===== src/rtl/ffba_pkg.sv =====
// Shared types, widths and defaults for the first-fit block allocator.
`default_nettype none

package ffba_pkg;

    // Item fields
    localparam int LEN_W     = 32;
    localparam int FSTART_W  = 10;
    localparam int FCOUNT_W  = 11;
    localparam int START_W   = 10;
    localparam int COUNT_W   = 11;
    localparam int S_TDATA_W = 56;  // 53 field bits padded to whole bytes
    localparam int M_TDATA_W = 24;  // 21 field bits padded to whole bytes

    // Map word organization
    localparam int WORD_W = 32;
    localparam int BIT_W  = 5;

    // Run lengths up to the largest supported map plus one word
    localparam int RUN_W = 17;

    // Rounded-up byte length and divider step count
    localparam int NUM_W     = LEN_W + 1;
    localparam int DIV_CNT_W = 6;

    localparam int DEF_BLOCK_COUNT = 1024;
    localparam int DEF_BLOCK_BYTES = 1024;

    typedef enum logic [2:0] {
        ST_CLEAR,
        ST_IDLE,
        ST_DIV,
        ST_CHECK,
        ST_SCAN,
        ST_MRD,
        ST_MARK,
        ST_RESP
    } t_state;

    typedef struct packed {
        logic               hit;
        logic [BIT_W-1:0]   hit_bit;
        logic [RUN_W-1:0]   run;
    } t_scan_res;

endpackage

`default_nettype wire


===== src/rtl/ffba_ram.sv =====
// Generic single-write, single-read RAM with registered read data.
`default_nettype none

module ffba_ram #(
    parameter int WIDTH = 32,
    parameter int DEPTH = 32,
    parameter int AW    = (DEPTH > 1) ? $clog2(DEPTH) : 1
) (
    input  wire logic             i_clk,
    input  wire logic             i_we,
    input  wire logic [AW-1:0]    i_waddr,
    input  wire logic [WIDTH-1:0] i_wdata,
    input  wire logic [AW-1:0]    i_raddr,
    output logic      [WIDTH-1:0] o_rdata
);

    logic [WIDTH-1:0] r_mem [DEPTH];

    always_ff @(posedge i_clk) begin
        if (i_we) begin
            r_mem[i_waddr] <= i_wdata;
        end
        o_rdata <= r_mem[i_raddr];
    end

endmodule

`default_nettype wire


===== src/rtl/ffba_scan.sv =====
// One-word step of the free-run search: run ending at each bit, first hit.
`default_nettype none

module ffba_scan
    import ffba_pkg::*;
(
    input  wire logic [WORD_W-1:0] i_used,   // 1 = used or past map end
    input  wire logic [RUN_W-1:0]  i_carry,  // free run ending below bit 0
    input  wire logic [RUN_W-1:0]  i_need,
    output t_scan_res              o_res
);

    always_comb begin : p_scan
        logic             found;
        logic [BIT_W-1:0] pos;
        logic [RUN_W-1:0] run;
        o_res = '0;
        // downward so the lowest hitting bit wins
        for (int j = WORD_W - 1; j >= 0; j--) begin
            found = 1'b0;
            pos   = '0;
            for (int k = 0; k <= j; k++) begin
                if (i_used[k]) begin
                    found = 1'b1;
                    pos   = BIT_W'(k);
                end
            end
            run = found ? RUN_W'(BIT_W'(j) - pos) : i_carry + RUN_W'(j + 1);
            if (j == WORD_W - 1) begin
                o_res.run = run;
            end
            if (run >= i_need) begin
                o_res.hit     = 1'b1;
                o_res.hit_bit = BIT_W'(j);
            end
        end
    end

endmodule

`default_nettype wire


===== src/rtl/first_fit_block_allocator_core.sv =====
// First-fit contiguous block allocator over a word-wide occupancy map in RAM.
//
//  channel   | dir | tdata (low bit up)                     | tuser
//  s_axis    | in  | byte_length, free_start, free_count    | operation
//  m_axis    | out | start_block, block_count               | status
//
// One item at a time. Allocate: accept, a reciprocal multiply over the low and
// high constant halves unless BLOCK_BYTES is a power of two, check, a scan of the
// map (one map word per cycle through the RAM read port), then a RAM read and a
// read-modify-write of each spanned word for the marking pass, response. Free:
// accept, check, marking pass, response. After reset the map RAM is cleared one
// word per cycle with s_axis_tready low. A new item is taken while a result waits
// on m_axis; the block holds at its response step only if the previous result is
// still there.
`default_nettype none

module first_fit_block_allocator_core
    import ffba_pkg::*;
#(
    parameter int BLOCK_COUNT = DEF_BLOCK_COUNT,
    parameter int BLOCK_BYTES = DEF_BLOCK_BYTES
) (
    input  wire logic                 i_clk,
    input  wire logic                 i_rst_n,
    input  wire logic                 s_axis_tvalid,
    output logic                      s_axis_tready,
    input  wire logic [S_TDATA_W-1:0] s_axis_tdata,  // byte_length, free_start, free_count
    input  wire logic                 s_axis_tuser,  // operation
    output logic                      m_axis_tvalid,
    input  wire logic                 m_axis_tready,
    output logic      [M_TDATA_W-1:0] m_axis_tdata,  // start_block, block_count
    output logic                      m_axis_tuser   // status
);

    localparam int NWORDS = (BLOCK_COUNT + WORD_W - 1) / WORD_W;
    localparam int WA_W   = (NWORDS > 1) ? $clog2(NWORDS) : 1;
    localparam int GI_W   = WA_W + BIT_W;
    localparam int SUM_W  = (GI_W + 1 > FCOUNT_W + 1) ? GI_W + 1 : FCOUNT_W + 1;
    localparam int LOG2_BB = $clog2(BLOCK_BYTES);
    localparam bit BB_POW2 = ((BLOCK_BYTES & (BLOCK_BYTES - 1)) == 0);
    localparam int DIV_STEPS = 2;

    // ceil(2^(NUM_W+LOG2_BB) / BLOCK_BYTES), exact quotient for any NUM_W-bit dividend
    localparam int MUL_W     = 17;
    localparam int PROD_W    = NUM_W + 2 * MUL_W;
    localparam int RECIP_SH  = NUM_W + LOG2_BB;
    localparam logic [63:0] RECIP =
        ((64'd1 << RECIP_SH) + 64'(BLOCK_BYTES) - 64'd1) / 64'(BLOCK_BYTES);
    localparam logic [MUL_W-1:0] RECIP_LO = RECIP[MUL_W-1:0];
    localparam logic [MUL_W-1:0] RECIP_HI = RECIP[2*MUL_W-1:MUL_W];

    localparam logic [WA_W-1:0]  LAST_WORD = WA_W'(NWORDS - 1);
    localparam logic [SUM_W-1:0] BC_S      = SUM_W'(BLOCK_COUNT);
    localparam logic [GI_W:0]    BC_G      = (GI_W + 1)'(BLOCK_COUNT);
    localparam logic [NUM_W-1:0] BC_Q      = NUM_W'(BLOCK_COUNT);

    t_state r_state, n_state;

    logic                 r_op, n_op;
    logic [NUM_W-1:0]     r_num, n_num;
    logic [PROD_W-1:0]    r_prod, n_prod;
    logic [DIV_CNT_W-1:0] r_div_cnt, n_div_cnt;
    logic [FSTART_W-1:0]  r_fstart, n_fstart;
    logic [FCOUNT_W-1:0]  r_fcount, n_fcount;
    logic [RUN_W-1:0]     r_need, n_need;
    logic [RUN_W-1:0]     r_carry, n_carry;
    logic [WA_W-1:0]      r_word, n_word;
    logic [GI_W-1:0]      r_lo, n_lo;
    logic [GI_W-1:0]      r_hi, n_hi;
    logic                 r_res_status, n_res_status;
    logic [START_W-1:0]   r_res_start, n_res_start;
    logic [COUNT_W-1:0]   r_res_count, n_res_count;
    logic                 r_m_tvalid, n_m_tvalid;
    logic                 r_m_status, n_m_status;
    logic [START_W-1:0]   r_m_start, n_m_start;
    logic [COUNT_W-1:0]   r_m_count, n_m_count;

    logic                 ram_we;
    logic [WA_W-1:0]      ram_waddr;
    logic [WORD_W-1:0]    ram_wdata;
    logic [WA_W-1:0]      ram_raddr;
    logic [WORD_W-1:0]    ram_rdata;

    logic [WORD_W-1:0]    scan_used;
    logic [WORD_W-1:0]    mark_mask;
    t_scan_res            scan_res;

    logic                 accept;
    logic [NUM_W-1:0]     quot;
    logic [MUL_W-1:0]     mul_k;
    logic [NUM_W+MUL_W-1:0] mul_p;
    logic [SUM_W-1:0]     f_end;
    logic                 f_none;
    logic [GI_W-1:0]      hit_end;
    logic [GI_W-1:0]      hit_lo;
    logic [WA_W-1:0]      hi_word;
    logic                 out_free;

    ffba_ram #(
        .WIDTH (WORD_W),
        .DEPTH (NWORDS),
        .AW    (WA_W)
    ) u_map (
        .i_clk   (i_clk),
        .i_we    (ram_we),
        .i_waddr (ram_waddr),
        .i_wdata (ram_wdata),
        .i_raddr (ram_raddr),
        .o_rdata (ram_rdata)
    );

    ffba_scan u_scan (
        .i_used  (scan_used),
        .i_carry (r_carry),
        .i_need  (r_need),
        .o_res   (scan_res)
    );

    assign s_axis_tready = (r_state == ST_IDLE);
    assign accept        = s_axis_tvalid && s_axis_tready;
    assign out_free      = !r_m_tvalid || m_axis_tready;

    assign m_axis_tvalid = r_m_tvalid;
    assign m_axis_tuser  = r_m_status;
    assign m_axis_tdata  = {{(M_TDATA_W - START_W - COUNT_W){1'b0}}, r_m_count, r_m_start};

    // rounded-up block count
    assign quot = BB_POW2 ? (r_num >> LOG2_BB) : NUM_W'(r_prod >> RECIP_SH);

    // reciprocal product, low constant half first, high half second
    assign mul_k = (r_div_cnt == '0) ? RECIP_LO : RECIP_HI;
    assign mul_p = (NUM_W + MUL_W)'(r_num) * (NUM_W + MUL_W)'(mul_k);

    // free range, clipped to the map end
    assign f_end  = SUM_W'(r_fstart) + SUM_W'(r_fcount) - SUM_W'(1);
    assign f_none = (r_fcount == '0) || (SUM_W'(r_fstart) >= BC_S);

    assign hit_end = {r_word, scan_res.hit_bit};
    assign hit_lo  = hit_end - GI_W'(r_need) + GI_W'(1);
    assign hi_word = r_hi[GI_W-1:BIT_W];

    // map bits past the last block read as used; mark mask covers [lo, hi]
    always_comb begin
        logic [GI_W-1:0] gidx;
        for (int b = 0; b < WORD_W; b++) begin
            gidx         = {r_word, BIT_W'(b)};
            scan_used[b] = ram_rdata[b] || ({1'b0, gidx} >= BC_G);
            mark_mask[b] = (gidx >= r_lo) && (gidx <= r_hi);
        end
    end

    // next state
    always_comb begin
        n_state = r_state;
        case (r_state)
            ST_CLEAR: begin
                if (r_word == LAST_WORD) n_state = ST_IDLE;
            end
            ST_IDLE: begin
                if (accept) begin
                    if (s_axis_tuser || BB_POW2) n_state = ST_CHECK;
                    else                         n_state = ST_DIV;
                end
            end
            ST_DIV: begin
                if (r_div_cnt == DIV_CNT_W'(DIV_STEPS - 1)) n_state = ST_CHECK;
            end
            ST_CHECK: begin
                if (r_op) begin
                    n_state = f_none ? ST_RESP : ST_MRD;
                end else if (quot == '0 || quot > BC_Q) begin
                    n_state = ST_RESP;
                end else begin
                    n_state = ST_SCAN;
                end
            end
            ST_SCAN: begin
                if (scan_res.hit)            n_state = ST_MRD;
                else if (r_word == LAST_WORD) n_state = ST_RESP;
            end
            ST_MRD: begin
                n_state = ST_MARK;
            end
            ST_MARK: begin
                if (r_word == hi_word) n_state = ST_RESP;
            end
            ST_RESP: begin
                if (out_free) n_state = ST_IDLE;
            end
            default: begin
                n_state = ST_IDLE;
            end
        endcase
    end

    // datapath and RAM control
    always_comb begin
        n_op         = r_op;
        n_num        = r_num;
        n_prod       = r_prod;
        n_div_cnt    = r_div_cnt;
        n_fstart     = r_fstart;
        n_fcount     = r_fcount;
        n_need       = r_need;
        n_carry      = r_carry;
        n_word       = r_word;
        n_lo         = r_lo;
        n_hi         = r_hi;
        n_res_status = r_res_status;
        n_res_start  = r_res_start;
        n_res_count  = r_res_count;
        n_m_tvalid   = r_m_tvalid && !m_axis_tready;
        n_m_status   = r_m_status;
        n_m_start    = r_m_start;
        n_m_count    = r_m_count;
        ram_we       = 1'b0;
        ram_waddr    = r_word;
        ram_wdata    = '0;
        ram_raddr    = '0;

        case (r_state)
            ST_CLEAR: begin
                ram_we = 1'b1;
                n_word = r_word + WA_W'(1);
            end
            ST_IDLE: begin
                if (accept) begin
                    n_op         = s_axis_tuser;
                    n_num        = NUM_W'(s_axis_tdata[LEN_W-1:0]) + NUM_W'(BLOCK_BYTES - 1);
                    n_div_cnt    = '0;
                    n_fstart     = s_axis_tdata[LEN_W +: FSTART_W];
                    n_fcount     = s_axis_tdata[LEN_W + FSTART_W +: FCOUNT_W];
                    n_res_status = 1'b0;
                    n_res_start  = '0;
                    n_res_count  = '0;
                end
            end
            ST_DIV: begin
                if (r_div_cnt == '0) n_prod = PROD_W'(mul_p);
                else                 n_prod = r_prod + {mul_p, MUL_W'(0)};
                n_div_cnt = r_div_cnt + DIV_CNT_W'(1);
            end
            ST_CHECK: begin
                if (r_op) begin
                    n_lo = GI_W'(r_fstart);
                    n_hi = (f_end >= BC_S) ? GI_W'(BLOCK_COUNT - 1) : GI_W'(f_end);
                end else if (quot > BC_Q) begin
                    n_res_status = 1'b1;
                end else begin
                    n_need    = RUN_W'(quot);
                    n_carry   = '0;
                    n_word    = '0;
                    ram_raddr = '0;
                end
            end
            ST_SCAN: begin
                ram_raddr = (r_word == LAST_WORD) ? r_word : r_word + WA_W'(1);
                n_word    = r_word + WA_W'(1);
                n_carry   = scan_res.run;
                if (scan_res.hit) begin
                    n_lo        = hit_lo;
                    n_hi        = hit_end;
                    n_res_start = START_W'(hit_lo);
                    n_res_count = COUNT_W'(r_need);
                end else if (r_word == LAST_WORD) begin
                    n_res_status = 1'b1;
                end
            end
            ST_MRD: begin
                ram_raddr = r_lo[GI_W-1:BIT_W];
                n_word    = r_lo[GI_W-1:BIT_W];
            end
            ST_MARK: begin
                ram_we    = 1'b1;
                ram_wdata = r_op ? (ram_rdata & ~mark_mask) : (ram_rdata | mark_mask);
                ram_raddr = (r_word == hi_word) ? r_word : r_word + WA_W'(1);
                n_word    = r_word + WA_W'(1);
            end
            ST_RESP: begin
                if (out_free) begin
                    n_m_tvalid = 1'b1;
                    n_m_status = r_res_status;
                    n_m_start  = r_res_start;
                    n_m_count  = r_res_count;
                end
            end
            default: begin
            end
        endcase
    end

    always_ff @(posedge i_clk) begin
        if (!i_rst_n) begin
            r_state    <= ST_CLEAR;
            r_word     <= '0;
            r_m_tvalid <= 1'b0;
        end else begin
            r_state    <= n_state;
            r_word     <= n_word;
            r_m_tvalid <= n_m_tvalid;
        end
    end

    always_ff @(posedge i_clk) begin
        r_op         <= n_op;
        r_num        <= n_num;
        r_prod       <= n_prod;
        r_div_cnt    <= n_div_cnt;
        r_fstart     <= n_fstart;
        r_fcount     <= n_fcount;
        r_need       <= n_need;
        r_carry      <= n_carry;
        r_lo         <= n_lo;
        r_hi         <= n_hi;
        r_res_status <= n_res_status;
        r_res_start  <= n_res_start;
        r_res_count  <= n_res_count;
        r_m_status   <= n_m_status;
        r_m_start    <= n_m_start;
        r_m_count    <= n_m_count;
    end

endmodule

`default_nettype wire


===== config.mk =====
export PLATFORM = sky130hd
export DESIGN_NAME = first_fit_block_allocator_core
export DESIGN_NICKNAME = d
export VERILOG_FILES = /design/src/rtl/ffba_pkg.sv /design/src/rtl/ffba_ram.sv /design/src/rtl/ffba_scan.sv /design/src/rtl/first_fit_block_allocator_core.sv
export SDC_FILE = /design/constraint.sdc
export NUM_CORES = 2
export LEC_CHECK = 0
export BUFFER_PORTS_ARGS = -buffer_cell sky130_fd_sc_hd__buf_2
export CORE_UTILIZATION = 25
export CTS_CLUSTER_DIAMETER = 100
export DETAILED_ROUTE_END_ITERATION = 7
export HOLD_SLACK_MARGIN = 0.15
export SYNTH_ARGS = -nofsm -noshare
export SYNTH_HDL_FRONTEND = slang
export SYNTH_SLANG_ARGS = --single-unit

===== constraint.sdc =====
create_clock -name i_clk -period 8.2 [get_ports i_clk]
set_input_delay 0.82 -clock i_clk [delete_from_list [all_inputs] [get_ports i_clk]]
set_output_delay 0.82 -clock i_clk [all_outputs]
set_load 0.02 [all_outputs]

**After elaboration in Yosys (flattened, before gate mapping)**

Memory sizes are Yosys's and may differ from the RTL's. A register that Yosys moved wholly into a read port is not among the register bits.
Cells that the tools add are included.
Widths: inputs -> output; s select.

- Memories kept: 1
- Bits in writable memories: 1024
- Flip-flop bits (word level): 168
- Output and inout bits: 27
- Word-level logic and storage cells: 447
- Bits of input ports: 61

- Bitwise operators: 5
- Eq/ne operators: 23
- Order comparisons: 98
- $add $sub $neg: 70
- Mux-type cells: 174
- Reductions and logical operators: 58

Memory list:

| memory | words | width | read ports | clocked after memory_dff | write ports | line | text |
|---|---|---|---|---|---|---|---|
| u_map.r_mem | 32 | 32 | 1 | 1 | 1 | ffba_ram.sv:17 | `logic [WIDTH-1:0] r_mem [DEPTH];` |

Operators by type and width:

| kind | number |
|---|---|
| $mux 17 | 34 |
| $ge 17x17->1 | 32 |
| $ge 10x10->1 | 32 |
| $le 10x10->1 | 32 |
| $add 17x5->17 const B | 16 |
| $mux 6 | 33 |
| $mux 5 | 34 |
| $add 17x4->17 const B | 8 |
| $sub 5x5->6 const A | 16 |
| $add 17x3->17 const B | 4 |
| $mux 32 | 2 |
| $mux 10 | 6 |
| $pmux 10 s2 | 3 |
| $sub 4x5->6 const A | 8 |
| $mux 1 | 43 |
| $add 17x2->17 const B | 2 |
| $logic_and 1x1->1 | 34 |
| $pmux 17 s2 | 1 |
| $add 32x10->33 const B | 1 |
| $logic_not 33->1 | 1 |
| $and 32x32->32 | 1 |
| $not 32->32 | 1 |
| $or 32x32->32 | 1 |
| $pmux 5 s3 | 2 |
| 41 further kinds | 81 |

**Depth between registers and ports, before layout**

- Depth in word-level cells: 70
- Mapped depth: 40
- Depth with buffers taken out: 39

**Modules after synthesis**

From an unflattened synthesis, not the netlist that was laid out.

- Cell total of the unflattened synthesis: 6509
- Area, all modules: 72889.9 um^2

By module, submodules not included:

| module | seq. area each (um^2) | times used | cells each | area each (um^2) |
|---|---|---|---|---|
| ffba_ram | 31390.1 | 1 | 2260 | 40485.1 |
| ffba_scan | 0.0 | 1 | 3342 | 23079.6 |
| first_fit_block_allocator_core | 4654.5 | 1 | 907 | 9325.2 |

**Worst setup path before layout**

No wires, ideal clock.

- Path kind: reg-to-reg
- Start point: register u_map.o_rdata[11], read port of u_map.r_mem
- End point: register r_lo[9], data pin
- Period minus slack after synthesis: 7.178 ns
- Stages on the path, launching flop included: 36
- Path slack: 1.022 ns
- Required time: 7.946 ns
- Path buffers: 5
- Setup time: 0.254 ns
- Arrival: 6.924 ns
- Cells stage by stage: dfxtp_1 buf_6 or4_1 buf_2 nor3_4 nand3_4 or3_1 buf_2 or2_1 buf_2 nor2_8 buf_4 a21oi_1 ha_1 or4_1 a211oi_1 a31oi_1 or4b_2 o221a_2 o21ai_0 a221o_1 ha_1 inv_1 ha_1 inv_1 fa_1 nor2b_1 o21ai_0 nand2_1 a21oi_1 o21bai_1 a21o_1 a21oi_1 xnor2_1 nor2_1 a21o_1

- Word-level cells in the longest chain between the ends: 60
- Elaborated cells on any way between the ends: 141
- Classes of those cells: 23 x add/sub; 21 x order compare; 97 x mux

RTL lines:

| element | line | text |
|---|---|---|
| start: declaration | ffba_ram.sv:14 | `output logic [WIDTH-1:0] o_rdata` |
| $mux 5 (21 in series) | ffba_scan.sv:23 | `if (i_used[k]) begin` |
| $sub 5x5->6 | ffba_scan.sv:28 | `run = found ? RUN_W'(BIT_W'(j) - pos) : i_carry + RUN_W'(j + 1);` |
| $mux 17 | ffba_scan.sv:28 |  |
| $ge 17x17->1 | ffba_scan.sv:32 | `if (run >= i_need) begin` |
| $mux 6 (20 in series) | ffba_scan.sv:32 |  |
| $mux 6 * (12 in series) | ffba_scan.sv:32 |  |
| $sub 10x10->10 * | first_fit_block_allocator_core.sv:139 | `assign hit_lo = hit_end - GI_W'(r_need) + GI_W'(1);` |
| $add 10x1->10 * | first_fit_block_allocator_core.sv:139 |  |
| $mux 10 * | first_fit_block_allocator_core.sv:260 | `if (scan_res.hit) begin` |
| $pmux 10 s2 * | first_fit_block_allocator_core.sv:221 | `case (r_state)` |
| net n_lo[9] | first_fit_block_allocator_core.sv:68 | `logic [GI_W-1:0] r_lo, n_lo;` |
| end signal: assignment | first_fit_block_allocator_core.sv:313 | `r_lo <= n_lo;` |
| end: declaration | first_fit_block_allocator_core.sv:68 |  |

Mark *: on every way through the listed nets, which the timed path passes. The rest lies on a longest branch. The select of a mux whose other input is x is not followed.
A chain may end at the register's enable or synchronous reset.

**Worst setup path after layout**

- Start point: register u_map.o_rdata[5], read port of u_map.r_mem
- End point: register r_lo[9], data pin

- Word-level cells in the longest chain between the ends: 66
- Elaborated cells on any way between the ends: 171
- Classes of those cells: 29 x add/sub; 27 x order compare; 115 x mux

RTL lines:

| element | line |
|---|---|
| $mux 5 (27 in series) | ffba_scan.sv:23 |
| $sub 5x5->6 | ffba_scan.sv:28 |
| $mux 17 | ffba_scan.sv:28 |
| $ge 17x17->1 | ffba_scan.sv:32 |
| $mux 6 (26 in series) | ffba_scan.sv:32 |
| $mux 6 * (6 in series) | ffba_scan.sv:32 |
| $sub 10x10->10 * | first_fit_block_allocator_core.sv:139 |
| $add 10x1->10 * | first_fit_block_allocator_core.sv:139 |
| $mux 10 * | first_fit_block_allocator_core.sv:260 |
| $pmux 10 s2 * | first_fit_block_allocator_core.sv:221 |
| net n_lo[9] | first_fit_block_allocator_core.sv:68 |

Marks and branches as above.

==> parameters.txt <==
Parameter                              Value

GRT
  Highest-utilization routing layer at the global route stage    met2
  Global-route met2 utilization    0.267
  Global-route met3 utilization    0.0283
  Initial antenna violation count    10
  Number of global-route vias before repair    57959
  Tot GR Track Use    0.168
  Grt total ovfl    0
  Global-route track usage on met1    0.220
  Global-route wire length before repair    375000 um
  Pin count of the biggest net entering global routing    149

Clock network
  CTS buffer count    115
  CTS H-tree lvls    3
  Clock sink count    1214
  Clock transition time at the flip-flop clock pins of the worst setup and hold paths    60 ps
  Insertion delay to the later sink of the worst-skew pair    780 ps
  Root Driver    sky130_fd_sc_hd__clkbuf_16
  CTS tree    yes
  Buffer levels on the longest clock path    3

Drt
  Routed len/inst    22.2 um
  Mean number of vias per cell    5.22
  Number of DRC markers in iteration 0    6534
  WL final    256000 um
  Total vias in the final route    60232
  1st-pass router iterations    6
  Residual DRC    0
  Detail Route Antenna Nets    0

Pwr
  Portion of total power attributed to combinational logic    0.142
  Internal power    10.5 mW
  PnR Total Power    14.2 mW
  Worst vdd ir    0.194 mV
  Sequential share of power    0.482
  Share of total power consumed by net switching    0.258
  Leakage power    32.3 nW
  Clk network pwr share    0.375
  Total power density per cell area    167 nW/um^2
  Switching Power    3.66 mW

Job
  Max-capacitance violation count    0

Final layout
  Post-layout nets    8253
  Fraction of layout instances using a drive strength above 1    0.118
  Signed area change from the synthesized netlist to the final layout    16.2%

Floorplanning
  Starting density of the core    0.251
  Placeable Area    291000 um^2
  Cell row count    198
  Width of the die    543 um
  Die span in y    543 um
  Number of top-level pins    88
  Overall die area    294000 um^2

Setup path
  Kind of cell adding the most delay to the critical path    compound AO/OA/AOI/OAI gates
  Max Fanout on Critical Path    10
  CP Buf/Inv Count    4
  Crit-path slowest cell    sky130_fd_sc_hd__or4_1
  Data arrival time at the worst-slack endpoint    8350 ps
  Crit. End Element    register
  Worst path max stage delay    510 ps
  Worst setup SP type    register
  Required time worst endpoint    8650 ps
  Start-to-end type of the worst setup path    register to register

STA
  Max-slew violation count    0
  Worst max-slew margin expressed relative to the limit    0.101
  Final worst clock skew    94.0 ps
  Endpoints failing hold    0
  Final critical-path share of the clock period    0.963
  Highest clock frequency the design can meet    0.127 GHz
  Slew at the pin closest to its max-slew limit    1340 ps
  Setup slack after layout    300 ps
  Worst hold margin    246 ps
  Number of setup violations in the final report    0
  Final critical-path required period    7900 ps

Logic synthesis
  Unique masters post-synth    96
  Async set or reset register ratio after synthesis    0
  EDFF count, synth    1173
  Area fraction in compound gates after synthesis    0.128
  Post-synthesis adder-cell area fraction    0.112
  Mean post-synth cell area    9.97 um^2
  Instance count of the mapped netlist    7327
  Multiplexer fraction of the synthesized cell area    0.00497
  Count of state elements after synthesis    1214
  Synthesized-area fraction occupied by and/or/nand/nor cells    0.184
  Post-synth design cell area    73100 um^2
  Synth Flop Type    sky130_fd_sc_hd__edfxtp_1
  Synthesized-area fraction occupied by xor and xnor cells    0.0457
  Combinational family with the most area after synthesis    simple AND/OR/NAND/NOR gates
  Number of warning messages in the yosys log    0
  Register area share after synthesis    0.493

Placed design
  Dpl hpwl    169000 um
  Routability Congestion    1.03
  Pre-CTS setup slack    26.8 ps
  Port Buf Inserts    81

Status
  Outcome    completed

Min path
  Class of the most critical hold timing path    input pin to register
## power by group through the flow
stage	Clock (mW)	Combinational, mW	Sequential, mW
after floorplan	0	1.22	6.93
after global placement	0	1.91	6.95
after detailed placement	0	1.94	6.96
after CTS	5.39	1.96	6.82
after global routing	5.62	2.21	6.83
final	5.31	2.01	6.83
## worst paths after layout
path,slack (ps),startpoint,depth (start not counted),to
min,250,s_axis_tdata[44],1,r_fcount[2]$_DFFE_PP_
max reg2reg,300,u_map.o_rdata[5]$_DFF_P_,32,r_lo[9]$_DFFE_PP_
max,300,u_map.o_rdata[5]$_DFF_P_,32,r_lo[9]$_DFFE_PP_
min reg2reg,420,r_res_count[5]$_SDFFCE_PN0P_,0,r_m_count[5]$_DFFE_PP_
## layer usage
| metal | share of wire | up-vias |
|---|---|---|
| met1 | 0.41 | 29573 |
| met5 | 0.00011 | - |
| met4 | 0.055 | 4 |
| met2 | 0.45 | 2766 |
| li1 | - | 27201 |
| met3 | 0.085 | 688 |
## synthesized netlist by cell type (28+ instances only)
master                        n  share of area
sky130_fd_sc_hd__a211oi_1    51         0.0052
sky130_fd_sc_hd__a21o_1      84         0.0086
sky130_fd_sc_hd__a21oi_1    418          0.029
sky130_fd_sc_hd__a221oi_1    46         0.0055
sky130_fd_sc_hd__a22o_1      37         0.0044
sky130_fd_sc_hd__a311oi_1   149          0.018
sky130_fd_sc_hd__a31oi_1    156          0.013
sky130_fd_sc_hd__and2_1      28         0.0024
sky130_fd_sc_hd__and3_1     153          0.013
sky130_fd_sc_hd__buf_1       65         0.0033
sky130_fd_sc_hd__buf_2       55         0.0038
sky130_fd_sc_hd__clkbuf_1   333          0.017
sky130_fd_sc_hd__dfxtp_1     41          0.011
sky130_fd_sc_hd__edfxtp_1  1173           0.48
sky130_fd_sc_hd__ha_1       649           0.11
sky130_fd_sc_hd__inv_1      138         0.0071
sky130_fd_sc_hd__nand2_1   1342          0.069
sky130_fd_sc_hd__nand2b_1    51         0.0044
sky130_fd_sc_hd__nand3_1    334          0.023
sky130_fd_sc_hd__nand4_1     73         0.0063
sky130_fd_sc_hd__nor2_1     660          0.034
sky130_fd_sc_hd__nor2b_1     63         0.0054
sky130_fd_sc_hd__nor3_1      79         0.0054
sky130_fd_sc_hd__o211ai_1    28         0.0029
sky130_fd_sc_hd__o21ai_0    262          0.018
sky130_fd_sc_hd__or3_1      105         0.0090
sky130_fd_sc_hd__xnor2_1    227          0.027
sky130_fd_sc_hd__xor2_1     154          0.018
## layout make-up
cell class / instances / area (um^2)
clock inverters: 68 / 711
diodes: 4 / 10.0
inverters: 140 / 526
flip-flops and latches: 1214 / 36100
clock buffers: 145 / 3030
repair buffers: 554 / 4180
multi-input cells: 5516 / 35500
well taps: 3900 / 4880
fillers: 29992 / 206000
## cell families after synthesis
group | count (synthesis)
AND/OR/NAND/NOR | 3003
AO/OA/AOI/OAI | 1443
adder cells (fa/ha/maj) | 651
buffers and inverters | 599
multiplexers | 35
flip-flops | 1214
other | 1
XOR/XNOR | 381
## what timing repair did
item,4_1_cts,5_1_grt
gates resized for setup,1,42
pin swaps,0,9
endpoints found under the setup margin,1,9
buffers inserted,0,5
hold buffers,0,0
## placed cells by master (no fill, tap or decap), drive strengths merged, types with 15 or more instances in the layout
master,count
a2111oi,20
a211oi,51
a21o,85
a21oi,419
a221oi,46
a22o,37
a311oi,149
a31oi,158
and2,30
and3,153
buf,554
clkbuf,145
clkinv,52
dfxtp,41
edfxtp,1173
ha,649
inv,142
mux2i,25
nand2,1347
nand2b,51
nand3,336
nand4,73
nor2,669
nor2b,63
nor3,83
nor4,25
o211ai,29
o21a,22
o21ai,264
o21bai,15
o22ai,24
o31ai,24
or2,27
or3,105
xnor2,227
xor2,154
## through the flow
stage / cells / utilization / cell area [um^2] / setup TNS [ps]
3_5_place_dp: 11318 / 0.278 / 81000 / 0
3_3_place_gp: 11317 / 0.278 / 80900 / -6.03
2_1_floorplan: 7329 / - / 73100 / 0
6_report: 11541 / 0.292 / 84900 / 0
4_1_cts: 11531 / 0.291 / 84700 / 0
5_1_grt: 11538 / 0.292 / 84900 / -156
## sequential cells by signal, indices dropped and copies added, names as in the netlist, 3 cells and up
signal,count
r_state,3
r_need,17
r_hi,10
r_carry,17
r_m_count,11
r_m_start,10
u_map.o_rdata,32
r_lo,10
r_res_count,11
r_div_cnt,6
r_res_start,10
r_word,5
r_num,23
u_map.r_mem,1024
r_fcount,11
r_fstart,10
(Power assumes the default switching activity.)
